==> config.mk <==
export PLATFORM = sky130hd
export DESIGN_NAME = mailbox_fifo_endpoint_core
export DESIGN_NICKNAME = d
export VERILOG_FILES = /design/src/design/mfe_pkg.sv /design/src/design/mfe_ram.sv /design/src/design/mfe_ctrl.sv /design/src/design/mfe_datapath.sv /design/src/design/mailbox_fifo_endpoint_core.sv
export SDC_FILE = /design/constraint.sdc
export NUM_CORES = 1
export LEC_CHECK = 0
export BUFFER_PORTS_ARGS = -buffer_cell sky130_fd_sc_hd__buf_2
export CAP_MARGIN = 20
export CORE_MARGIN = 2
export CORE_UTILIZATION = 55
export DETAILED_ROUTE_END_ITERATION = 8
export GPL_ROUTABILITY_DRIVEN = 0
export GPL_TIMING_DRIVEN = 0
export PLACE_DENSITY = 0.73
export SLEW_MARGIN = 20
export SYNTH_ARGS = -nofsm -noshare
export SYNTH_HDL_FRONTEND = slang
export SYNTH_SLANG_ARGS = --single-unit
==> constraint.sdc <==
create_clock -name clk -period 6.7 [get_ports clk]
set_input_delay 0.335 -clock clk [delete_from_list [all_inputs] [get_ports clk]]
set_output_delay 0.335 -clock clk [all_outputs]
set_load 0.1 [all_outputs]
==> src/design/mfe_pkg.sv <==
// Shared types, codes and defaults for the mailbox FIFO endpoint.
package mfe_pkg;

  localparam int DEFAULT_FIFO_DEPTH = 16;
  localparam int DATA_W = 32;
  localparam int SEL_W = 3;
  localparam int THR_W = 8;
  localparam int IRQ_W = 3;
  localparam int ERR_W = 2;
  localparam int CFG_IDX_W = 2;

  typedef enum logic [1:0] {
    OP_CPU_READ  = 2'd0,
    OP_CPU_WRITE = 2'd1,
    OP_PUSH      = 2'd2,
    OP_POP       = 2'd3
  } op_t;

  localparam logic [SEL_W-1:0] REG_WRDATA  = 3'd0;
  localparam logic [SEL_W-1:0] REG_RDDATA  = 3'd1;
  localparam logic [SEL_W-1:0] REG_STATUS  = 3'd2;
  localparam logic [SEL_W-1:0] REG_ERROR   = 3'd3;
  localparam logic [SEL_W-1:0] REG_IRQ     = 3'd4;
  localparam logic [SEL_W-1:0] REG_CONTROL = 3'd5;

  localparam logic [CFG_IDX_W-1:0] CFG_SEND_THR = 2'd0;
  localparam logic [CFG_IDX_W-1:0] CFG_RECV_THR = 2'd1;
  localparam logic [CFG_IDX_W-1:0] CFG_IRQ_EN   = 2'd2;

  typedef enum logic {
    ST_IDLE = 1'b0,
    ST_EXEC = 1'b1
  } state_t;

  typedef struct packed {
    logic capture;
    logic execute;
  } ctrl_cmd_t;

endpackage

==> src/design/mfe_ram.sv <==
// Generic single-write, single-read RAM with registered read data.
module mfe_ram #(
  parameter int WIDTH = 32,
  parameter int DEPTH = 16
) (
  input  logic                     clk,
  input  logic                     we,
  input  logic [$clog2(DEPTH)-1:0] waddr,
  input  logic [WIDTH-1:0]         wdata,
  input  logic [$clog2(DEPTH)-1:0] raddr,
  output logic [WIDTH-1:0]         rdata
);

  logic [WIDTH-1:0] mem [DEPTH];

  always_ff @(posedge clk) begin
    if (we) begin
      mem[waddr] <= wdata;
    end
    rdata <= mem[raddr];
  end

endmodule

==> src/design/mfe_ctrl.sv <==
// Controller state machine that sequences one transaction through the datapath.
module mfe_ctrl import mfe_pkg::*; (
  input  logic      clk,
  input  logic      rst,
  input  logic      start,
  output logic      busy,
  output logic      done,
  output ctrl_cmd_t cmd
);

  state_t state, state_next;

  always_ff @(posedge clk) begin
    if (rst) begin
      state <= ST_IDLE;
      done  <= 1'b0;
    end else begin
      state <= state_next;
      done  <= cmd.execute;
    end
  end

  always_comb begin
    state_next = state;
    unique case (state)
      ST_IDLE: begin
        if (start) begin
          state_next = ST_EXEC;
        end
      end
      ST_EXEC: state_next = ST_IDLE;
      default: state_next = ST_IDLE;
    endcase
  end

  always_comb begin
    busy        = 1'b0;
    cmd.capture = 1'b0;
    cmd.execute = 1'b0;
    unique case (state)
      ST_IDLE: cmd.capture = start;
      ST_EXEC: begin
        busy        = 1'b1;
        cmd.execute = 1'b1;
      end
      default: busy = 1'b0;
    endcase
  end

endmodule

==> src/design/mfe_datapath.sv <==
// Datapath with both FIFOs, error and interrupt state, and the register file.
module mfe_datapath import mfe_pkg::*; #(
  parameter int FIFO_DEPTH = DEFAULT_FIFO_DEPTH,
  parameter int LVL_W = $clog2(FIFO_DEPTH + 1)
) (
  input  logic                 clk,
  input  logic                 rst,
  input  ctrl_cmd_t            cmd,
  input  logic [1:0]           opcode,
  input  logic [SEL_W-1:0]     reg_select,
  input  logic [DATA_W-1:0]    write_data,
  input  logic                 cfg_we,
  input  logic [CFG_IDX_W-1:0] cfg_index,
  input  logic [THR_W-1:0]     cfg_data,
  output logic [DATA_W-1:0]    read_data,
  output logic [DATA_W-1:0]    pop_data,
  output logic                 pop_valid,
  output logic                 irq_line,
  output logic [LVL_W-1:0]     tx_fill,
  output logic [LVL_W-1:0]     rx_fill
);

  localparam int PTR_W = $clog2(FIFO_DEPTH);
  localparam int CMP_W = (LVL_W > THR_W) ? LVL_W : THR_W;
  localparam logic [PTR_W-1:0] PTR_LAST = PTR_W'(FIFO_DEPTH - 1);
  localparam logic [LVL_W-1:0] LVL_FULL = LVL_W'(FIFO_DEPTH);

  op_t              op;
  logic [SEL_W-1:0]  sel;
  logic [DATA_W-1:0] data;

  logic [THR_W-1:0] send_threshold;
  logic [THR_W-1:0] receive_threshold;
  logic [IRQ_W-1:0] irq_enable;

  logic [PTR_W-1:0] tx_rptr, tx_wptr, rx_rptr, rx_wptr;
  logic [PTR_W-1:0] tx_rptr_next, tx_wptr_next, rx_rptr_next, rx_wptr_next;
  logic [LVL_W-1:0] tx_level, rx_level, tx_level_next, rx_level_next;
  logic [ERR_W-1:0] error_flags, error_flags_next;
  logic [IRQ_W-1:0] irq_pending, irq_pending_next, irq_kept, irq_cond;

  logic [DATA_W-1:0] read_data_next, pop_data_next;
  logic              pop_valid_next;
  logic              tx_we, rx_we;
  logic [DATA_W-1:0] tx_rdata, rx_rdata;
  logic [3:0]        status;

  mfe_ram #(.WIDTH(DATA_W), .DEPTH(FIFO_DEPTH)) u_tx_ram (
    .clk   (clk),
    .we    (tx_we),
    .waddr (tx_wptr),
    .wdata (data),
    .raddr (tx_rptr),
    .rdata (tx_rdata)
  );

  mfe_ram #(.WIDTH(DATA_W), .DEPTH(FIFO_DEPTH)) u_rx_ram (
    .clk   (clk),
    .we    (rx_we),
    .waddr (rx_wptr),
    .wdata (data),
    .raddr (rx_rptr),
    .rdata (rx_rdata)
  );

  assign status = {
    CMP_W'(rx_level) > CMP_W'(receive_threshold),
    CMP_W'(tx_level) <= CMP_W'(send_threshold),
    rx_level == '0,
    tx_level == LVL_FULL
  };

  always_comb begin
    tx_rptr_next     = tx_rptr;
    tx_wptr_next     = tx_wptr;
    rx_rptr_next     = rx_rptr;
    rx_wptr_next     = rx_wptr;
    tx_level_next    = tx_level;
    rx_level_next    = rx_level;
    error_flags_next = error_flags;
    irq_kept         = irq_pending;
    read_data_next   = '0;
    pop_data_next    = '0;
    pop_valid_next   = 1'b0;
    tx_we            = 1'b0;
    rx_we            = 1'b0;
    unique case (op)
      OP_CPU_READ: begin
        case (sel)
          REG_RDDATA: begin
            if (rx_level == '0) begin
              error_flags_next[0] = 1'b1;
            end else begin
              read_data_next = rx_rdata;
              rx_rptr_next   = (rx_rptr == PTR_LAST) ? '0 : rx_rptr + PTR_W'(1);
              rx_level_next  = rx_level - LVL_W'(1);
            end
          end
          REG_STATUS: read_data_next = DATA_W'(status);
          REG_ERROR:  read_data_next = DATA_W'(error_flags);
          REG_IRQ:    read_data_next = DATA_W'(irq_pending);
          default:    read_data_next = '0;
        endcase
      end
      OP_CPU_WRITE: begin
        case (sel)
          REG_WRDATA: begin
            if (tx_level == LVL_FULL) begin
              error_flags_next[1] = 1'b1;
            end else begin
              tx_we         = cmd.execute;
              tx_wptr_next  = (tx_wptr == PTR_LAST) ? '0 : tx_wptr + PTR_W'(1);
              tx_level_next = tx_level + LVL_W'(1);
            end
          end
          REG_IRQ: irq_kept = irq_pending & ~data[IRQ_W-1:0];
          REG_CONTROL: begin
            tx_rptr_next     = '0;
            tx_wptr_next     = '0;
            rx_rptr_next     = '0;
            rx_wptr_next     = '0;
            tx_level_next    = '0;
            rx_level_next    = '0;
            error_flags_next = '0;
          end
          default: irq_kept = irq_pending;
        endcase
      end
      OP_PUSH: begin
        if (rx_level != LVL_FULL) begin
          rx_we         = cmd.execute;
          rx_wptr_next  = (rx_wptr == PTR_LAST) ? '0 : rx_wptr + PTR_W'(1);
          rx_level_next = rx_level + LVL_W'(1);
        end
      end
      OP_POP: begin
        if (tx_level != '0) begin
          pop_data_next  = tx_rdata;
          pop_valid_next = 1'b1;
          tx_rptr_next   = (tx_rptr == PTR_LAST) ? '0 : tx_rptr + PTR_W'(1);
          tx_level_next  = tx_level - LVL_W'(1);
        end
      end
      default: pop_valid_next = 1'b0;
    endcase

    irq_cond = {
      CMP_W'(tx_level_next) <= CMP_W'(send_threshold),
      CMP_W'(rx_level_next) > CMP_W'(receive_threshold),
      error_flags_next != '0
    };
    irq_pending_next = irq_kept | irq_cond;
  end

  always_ff @(posedge clk) begin
    if (cmd.capture) begin
      op   <= op_t'(opcode);
      sel  <= reg_select;
      data <= write_data;
    end
    if (cmd.execute) begin
      read_data <= read_data_next;
      pop_data  <= pop_data_next;
      pop_valid <= pop_valid_next;
      irq_line  <= (irq_pending_next & irq_enable) != '0;
    end
  end

  always_ff @(posedge clk) begin
    if (rst) begin
      send_threshold    <= '0;
      receive_threshold <= '0;
      irq_enable        <= '0;
      tx_rptr           <= '0;
      tx_wptr           <= '0;
      rx_rptr           <= '0;
      rx_wptr           <= '0;
      tx_level          <= '0;
      rx_level          <= '0;
      error_flags       <= '0;
      irq_pending       <= '0;
    end else begin
      if (cfg_we) begin
        unique case (cfg_index)
          CFG_SEND_THR: send_threshold    <= cfg_data;
          CFG_RECV_THR: receive_threshold <= cfg_data;
          CFG_IRQ_EN:   irq_enable        <= cfg_data[IRQ_W-1:0];
          default:      irq_enable        <= irq_enable;
        endcase
      end
      if (cmd.execute) begin
        tx_rptr     <= tx_rptr_next;
        tx_wptr     <= tx_wptr_next;
        rx_rptr     <= rx_rptr_next;
        rx_wptr     <= rx_wptr_next;
        tx_level    <= tx_level_next;
        rx_level    <= rx_level_next;
        error_flags <= error_flags_next;
        irq_pending <= irq_pending_next;
      end
    end
  end

  assign tx_fill = tx_level;
  assign rx_fill = rx_level;

endmodule

==> src/design/mailbox_fifo_endpoint_core.sv <==
// Top level of the mailbox FIFO endpoint: controller plus datapath.
//
//   channel   handshake          payload
//   command   start / busy       opcode, reg_select, write_data
//   result    done (strobe)      read_data, pop_data, pop_valid, irq_line, tx_fill, rx_fill
//   config    cfg_we             cfg_index, cfg_data
//
// Each transaction is captured in the idle state and applied in the execute state:
// the capture edge starts the FIFO RAM read, and the execute state applies the
// update with the registered RAM data. The result is shown with done in the cycle
// after, when start is taken again; a new transaction is not taken while busy is high.
// Reset is synchronous; it empties both FIFOs and clears errors, interrupts
// and configuration. The result side has no back-pressure.
module mailbox_fifo_endpoint_core import mfe_pkg::*; #(
  parameter int FIFO_DEPTH = DEFAULT_FIFO_DEPTH,
  parameter int LVL_W = $clog2(FIFO_DEPTH + 1)
) (
  input  logic                 clk,
  input  logic                 rst,
  input  logic                 start,
  output logic                 busy,
  input  logic [1:0]           opcode,
  input  logic [SEL_W-1:0]     reg_select,
  input  logic [DATA_W-1:0]    write_data,
  output logic                 done,
  output logic [DATA_W-1:0]    read_data,
  output logic [DATA_W-1:0]    pop_data,
  output logic                 pop_valid,
  output logic                 irq_line,
  output logic [LVL_W-1:0]     tx_fill,
  output logic [LVL_W-1:0]     rx_fill,
  input  logic                 cfg_we,
  input  logic [CFG_IDX_W-1:0] cfg_index,
  input  logic [THR_W-1:0]     cfg_data
);

  ctrl_cmd_t cmd;

  mfe_ctrl u_ctrl (
    .clk   (clk),
    .rst   (rst),
    .start (start),
    .busy  (busy),
    .done  (done),
    .cmd   (cmd)
  );

  mfe_datapath #(.FIFO_DEPTH(FIFO_DEPTH), .LVL_W(LVL_W)) u_datapath (
    .clk        (clk),
    .rst        (rst),
    .cmd        (cmd),
    .opcode     (opcode),
    .reg_select (reg_select),
    .write_data (write_data),
    .cfg_we     (cfg_we),
    .cfg_index  (cfg_index),
    .cfg_data   (cfg_data),
    .read_data  (read_data),
    .pop_data   (pop_data),
    .pop_valid  (pop_valid),
    .irq_line   (irq_line),
    .tx_fill    (tx_fill),
    .rx_fill    (rx_fill)
  );

endmodule

## Word level (Yosys, flattened, before mapping)

Memories as Yosys holds them, arrays and structs flattened. A register that Yosys moved wholly into a read port is not among the register bits.
Index checks and enable logic that the tools add are counted.

- Memories: 2
- Bits in read-only memories: 0
- Bits in writable memories: 1024
- Output and inout bits: 78
- Register bits: 155
- Latch bits: 0

Memories:

| memory | words | bits a word | read ports | clocked after Yosys merged registers in | write ports | line | source |
|---|---|---|---|---|---|---|---|
| u_datapath.u_rx_ram.mem | 16 | 32 | 1 | 1 | 1 | mfe_ram.sv:14 | `logic [WIDTH-1:0] mem [DEPTH];` |
| u_datapath.u_tx_ram.mem | 16 | 32 | 1 | 1 | 1 | mfe_ram.sv:14 |  |

- Divide/modulo/power cells: 0
- Reduce and logical (&&, ||, !) cells: 19
- Bitwise operators: 5
- $add $sub $neg: 8
- Equality and inequality tests: 22
- Shift-type cells: 0
- Mux-type cells: 48
- Multipliers: 0
- $lt $le $gt $ge: 4

Operators by type and width:

| kind | count |
|---|---|
| $pmux W32 S4 | 1 |
| $mux W4 | 10 |
| $mux W32 | 1 |
| $pmux W4 S2 | 4 |
| $mux W5 | 6 |
| $pmux W5 S2 | 2 |
| $mux W1 | 18 |
| $add A4 B1 Y4 const B | 4 |
| $eq A4 B4 Y1 const B | 4 |
| $gt A5 B8 Y1 | 2 |
| $le A5 B8 Y1 | 2 |
| $pmux W5 S3 | 1 |
| $reduce_and A4 Y1 | 3 |
| $add A5 B1 Y5 const B | 2 |
| $reduce_bool A2 Y1 | 5 |
| $sub A5 B1 Y5 const B | 2 |
| $ne A2 B2 Y1 const B | 4 |
| $reduce_and A2 Y1 | 4 |
| $and A3 B3 Y3 | 2 |
| $eq A2 B2 Y1 const B | 3 |
| $eq A3 B2 Y1 const B | 2 |
| $eq A3 B3 Y1 const B | 2 |
| $mux W3 | 2 |
| $pmux W1 S2 | 3 |
| other kinds (14) | 17 |

## Logic depth before layout (Yosys ltp)

- Depth after elaboration: 8
- Gate-level depth with buffers: 14
- Depth with buffers taken out: 13

## Hierarchy

A second synthesis with hierarchy kept.

- Cell total of the unflattened synthesis: 2299
- Area, all modules: 46858.7 µm²

By module, submodules not included:

| module | instances | sequential area each (µm²) | area an instance (µm²) | cells an instance |
|---|---|---|---|---|
| mfe_ram (u_datapath.u_rx_ram) | 1 | 16015.4 | 19836.5 | 838 |
| mfe_ram (u_datapath.u_tx_ram) | 1 | 16015.4 | 19835.3 | 838 |
| mfe_datapath | 1 | 4093.9 | 7104.3 | 616 |
| mfe_ctrl | 1 | 40.0 | 82.6 | 7 |

## Worst setup path before layout

No wires, ideal clock.

- Path type: register to register
- Start point: reg u_ctrl.state
- End point: mem u_datapath.u_tx_ram.mem[1][0], enable pin
- Setup time: 461 ps
- Period minus slack after synthesis: 6075 ps
- Buffers on the path: 1
- Path slack: 625 ps
- Arrival time: 5614 ps
- Cell stages (with the launch flop): 6
- Path through: dfxtp_1 clkbuf_1 inv_1 nor3_1 nand2_1 nor3_1

- Cells in the longest elaborated chain, start to end: 6

Ends and longest elaborated chain:

| item | line | source |
|---|---|---|
| start: declaration | mfe_ctrl.sv:11 | `state_t state, state_next;` |
| start signal: assignment | mfe_ctrl.sv:18 | `state <= state_next;` |
| $mux W1 | mfe_ctrl.sv:40 | `unique case (state)` |
| $mux W1 | mfe_datapath.sv:108 | `if (tx_level == LVL_FULL) begin` |
| $mux W1 | mfe_datapath.sv:106 | `case (sel)` |
| $mux W1 | mfe_datapath.sv:87 | `unique case (op)` |
| $mux W1 | mfe_ram.sv:17 | `if (we) begin` |
| $mux W1 (not written as such) | mfe_ram.sv:18 | `mem[waddr] <= wdata;` |
| end: declaration | mfe_ram.sv:14 |  |

No other way between the ends.

## Final worst setup path

- Start point: reg u_ctrl.state
- End point: mem u_datapath.u_tx_ram.mem[1][16], enable pin

The elaborated chain is that of the path after synthesis.

==> impl_metrics.json <==
{
  "clockPowerShare_pct": 42.5,
  "status": "finished clean",
  "power.density_mw_per_mm2": 284,
  "routed_via_density": 6.29,
  "cts-buffers-inserted": 117,
  "hold_violations": 0,
  "relSlewSlack_pct": 22.9,
  "insertion_delay_ps": 670,
  "ys_ff_latch": 1243,
  "path_delay_family": "simple AND/OR/NAND/NOR gates",
  "p_int_uw": 12500,
  "synth.cell_area_sq_mm": 0.0469,
  "p_leak_uw": 0.0177,
  "synth_area_per_cell_sq_um": 21.6,
  "cts.path.max_buffers": 3,
  "htreeDepth": 3,
  "critPathMaxStageDelay_ps": 820,
  "switchingPower_uw": 3180,
  "io_pins": 129,
  "drtIter0Drc": 3220,
  "period_share_pct": 62.9,
  "num_rows": 107,
  "drive_gt1_share_pct": 30.1,
  "finalSetupViolCount": 0,
  "core_area_sq_mm": 0.0849,
  "cp_max_fo": 39,
  "syn-instance-count": 2170,
  "grt_usage_pct": 26.2,
  "synth_edf_count": 1127,
  "wl_met1_um": 43900,
  "pwr-share-seq_pct": 54.9,
  "firstDrtPassIters": 6,
  "grt_antenna_before_repair": 1,
  "swShare_pct": 20.3,
  "ys.flop_type": "edfxtp_1",
  "max_freq_ghz": 0.237,
  "nNetsFinal": 2643,
  "rsz0062_at_grt": "no",
  "startpoint_type": "register",
  "vias": 23945,
  "totalWireLength_um": 114000,
  "worst-path-buf-inv": 5,
  "met2_length_um": 57000,
  "place_inst": 3521,
  "p_total_uw": 15700,
  "post_layout_nonfiller_instances": 3806,
  "cp-end-kind": "register",
  "slew_violations": 0,
  "n_antenna_cell": 0,
  "ys_seq_area_share_pct": 77.1,
  "cp_common_cell": "buf_6",
  "comb_power_share_pct": 2.6,
  "routedWlPerCell_um": 29.8,
  "cp.depth": 8,
  "post-dp-hpwl_um": 70500,
  "cts_root_buf": "clkbuf_16",
  "slowest_stage": "dfxtp_4",
  "highest_layer": "met4",
  "drtAntennaViolNets": 0,
  "min_path_type": "in -> reg",
  "drc": 0,
  "max_cap_viol_count": 0,
  "fin_skew_ps": 18.8,
  "peakVddDrop_uv": 208,
  "dr_wl_met3_um": 9670,
  "grt_max_degree": 40,
  "tightest_slew_ps": 1160,
  "arrival_ps": 4590,
  "crit_chain": "clkbuf_1 > inv_1 > nor3_1 > nand2_1 > nor3_2 > buf_6 > buf_6 > buf_4",
  "grt_first_pass_wirelength_um": 164000,
  "gr-total-overflow": 0,
  "holdPathStages": 4,
  "critPathKind": "reg -> reg",
  "dieArea_sq_mm": 0.0876,
  "path_clk_slew_ps": 70,
  "syn_nets": 2255,
  "cts_sinks": 1243,
  "cts_tree": "done",
  "yosysWarnings": 0,
  "synth_cell_type_count": 64,
  "first_global_vias": 24318,
  "synth-async-reset-ratio_pct": 0,
  "numPortBuffers": 127,
  "r2r_cells": 8,
  "min_period_ps": 4210,
  "die-height_um": 296,
  "start_util_pct": 55.3,
  "cp.required_ps": 7070,
  "die_x_um": 296,
  "areaGrowthSynthToFinish_pct": 17.5
}
==> placed cells by master (no fill, tap or decap), types with 8 or more instances in the layout <==
cell           count
a21oi_1           31
and2_1            66
buf_1             15
buf_12            18
buf_16            19
buf_2            149
buf_4             23
buf_6             22
buf_8             16
bufinv_16         11
clkbuf_1          93
clkbuf_16        120
clkbuf_2           8
clkbuf_8          14
clkinv_1          14
clkinv_2          26
dfxtp_1          115
dlygate4sd3_1     45
edfxtp_1        1127
ha_1              34
inv_1             30
mux2i_1           21
mux4_2           320
nand2_1           39
nand3_1           24
nor2_1            61
nor2_4            24
nor2b_1            9
nor3_2             8
o21ai_0           32
==> per-layer routing <==
metal,up-vias,global-route usage [%]
li1,9745,-
met3,196,3.72
met5,-,0
met4,0,7.59
met1,12547,36.5
met2,1457,44.0
==> cells in the mapped netlist (4+ instances only) <==
cell	number	area share, %
mux4_2	320	15
buf_2	22	0.23
a211oi_1	7	0.11
buf_1	20	0.16
nand2b_1	7	0.093
a21o_1	7	0.11
dfxtp_1	116	5.0
and2_1	66	0.88
ha_1	34	0.91
nor2_1	85	0.68
a311oi_1	6	0.11
mux2i_1	21	0.45
and3_1	5	0.067
a21oi_1	31	0.33
inv_1	30	0.24
nand3b_1	4	0.064
o31ai_1	5	0.080
nand3_1	24	0.26
clkbuf_1	67	0.54
edfxtp_1	1127	72
nor2b_1	10	0.13
nor3_1	15	0.16
o211ai_1	4	0.064
nand2_1	39	0.31
o21ai_0	32	0.34
==> flip-flops by register name, indices dropped and copies added (netlist names), 8 cells and up <==
register	flops
u_datapath.u_rx_ram.rdata	32
u_datapath.u_tx_ram.mem	512
u_datapath.read_data	32
u_datapath.u_rx_ram.mem	512
u_datapath.send_threshold	8
u_datapath.u_tx_ram.rdata	32
u_datapath.receive_threshold	8
u_datapath.pop_data	32
u_datapath.data	32
==> cell families after synthesis <==
group           Yosys count  share of synthesized area, %
compound gates          125                          1.74
xor+xnor                  3                        0.0560
mux                     341                          15.8
flops                  1243                          77.1
simple gates            283                          3.17
fa+ha+maj                34                         0.907
buf+inv                 141                          1.20
==> per-stage QoR <==
stage	setup slack (ps)	util [%]	hold WS, ps	setup TNS (ps)	cell area (sq um)
floorplan	625	-	434	0	46900
global placement	-3240	57.7	477	-1648450	49000
detailed placement	2650	59.5	488	0	50500
CTS	2600	64.6	82.2	0	54800
global route	2360	64.9	140	0	55100
finish	2490	64.9	136	0	55100
==> area by class of cell <==
type	count	area (sq um)
inverter	31	116
clock buffer	163	3300
tap	1144	1430
buffer	110	458
sequential	1243	36200
clock inverter	60	611
multi-input combinational	786	10400
timing repair buffer	269	2620
fill	5347	29800
==> worst register-to-register path: stages (launching register included) <==
cell and delay [ps]:
dfxtp_4 820, clkbuf_1 580, inv_1 260, nor3_1 550, nand2_1 350, nor3_2 710, buf_6 260, buf_6 170
buf_4 210
==> repair_timing <==
item | CTS | global route
hold buffers | 45 | 0
hold endpoints to repair | 56 | 0
buffers inserted | 0 | 0
resized for setup | 0 | 0
==> power groups by stage <==
stage                     clock network [uW]  registers [uW]  logic (uW)
after CTS                               6730            8630         359
after detailed placement                   0            8790         336
final                                   6660            8600         410
after floorplan                            0            8840         133
after global routing                    7010            8610         433
after global placement                     0            8790         319
==> worst paths after layout <==
check	start	endpoint	slack (ps)
max reg2reg	u_ctrl.state$_SDFF_PP0_	u_datapath.u_tx_ram.mem[1][16]$_DFFE_PP_	2490
min reg2reg	u_datapath.u_rx_ram.rdata[26]$_DFF_P_	u_datapath.read_data[26]$_SDFFCE_PN0P_	500
max	u_ctrl.state$_SDFF_PP0_	u_datapath.u_tx_ram.mem[1][16]$_DFFE_PP_	2490
min	cfg_index[0]	u_datapath.send_threshold[0]$_SDFFE_PP0P_	140
(Power assumes the default switching activity.)
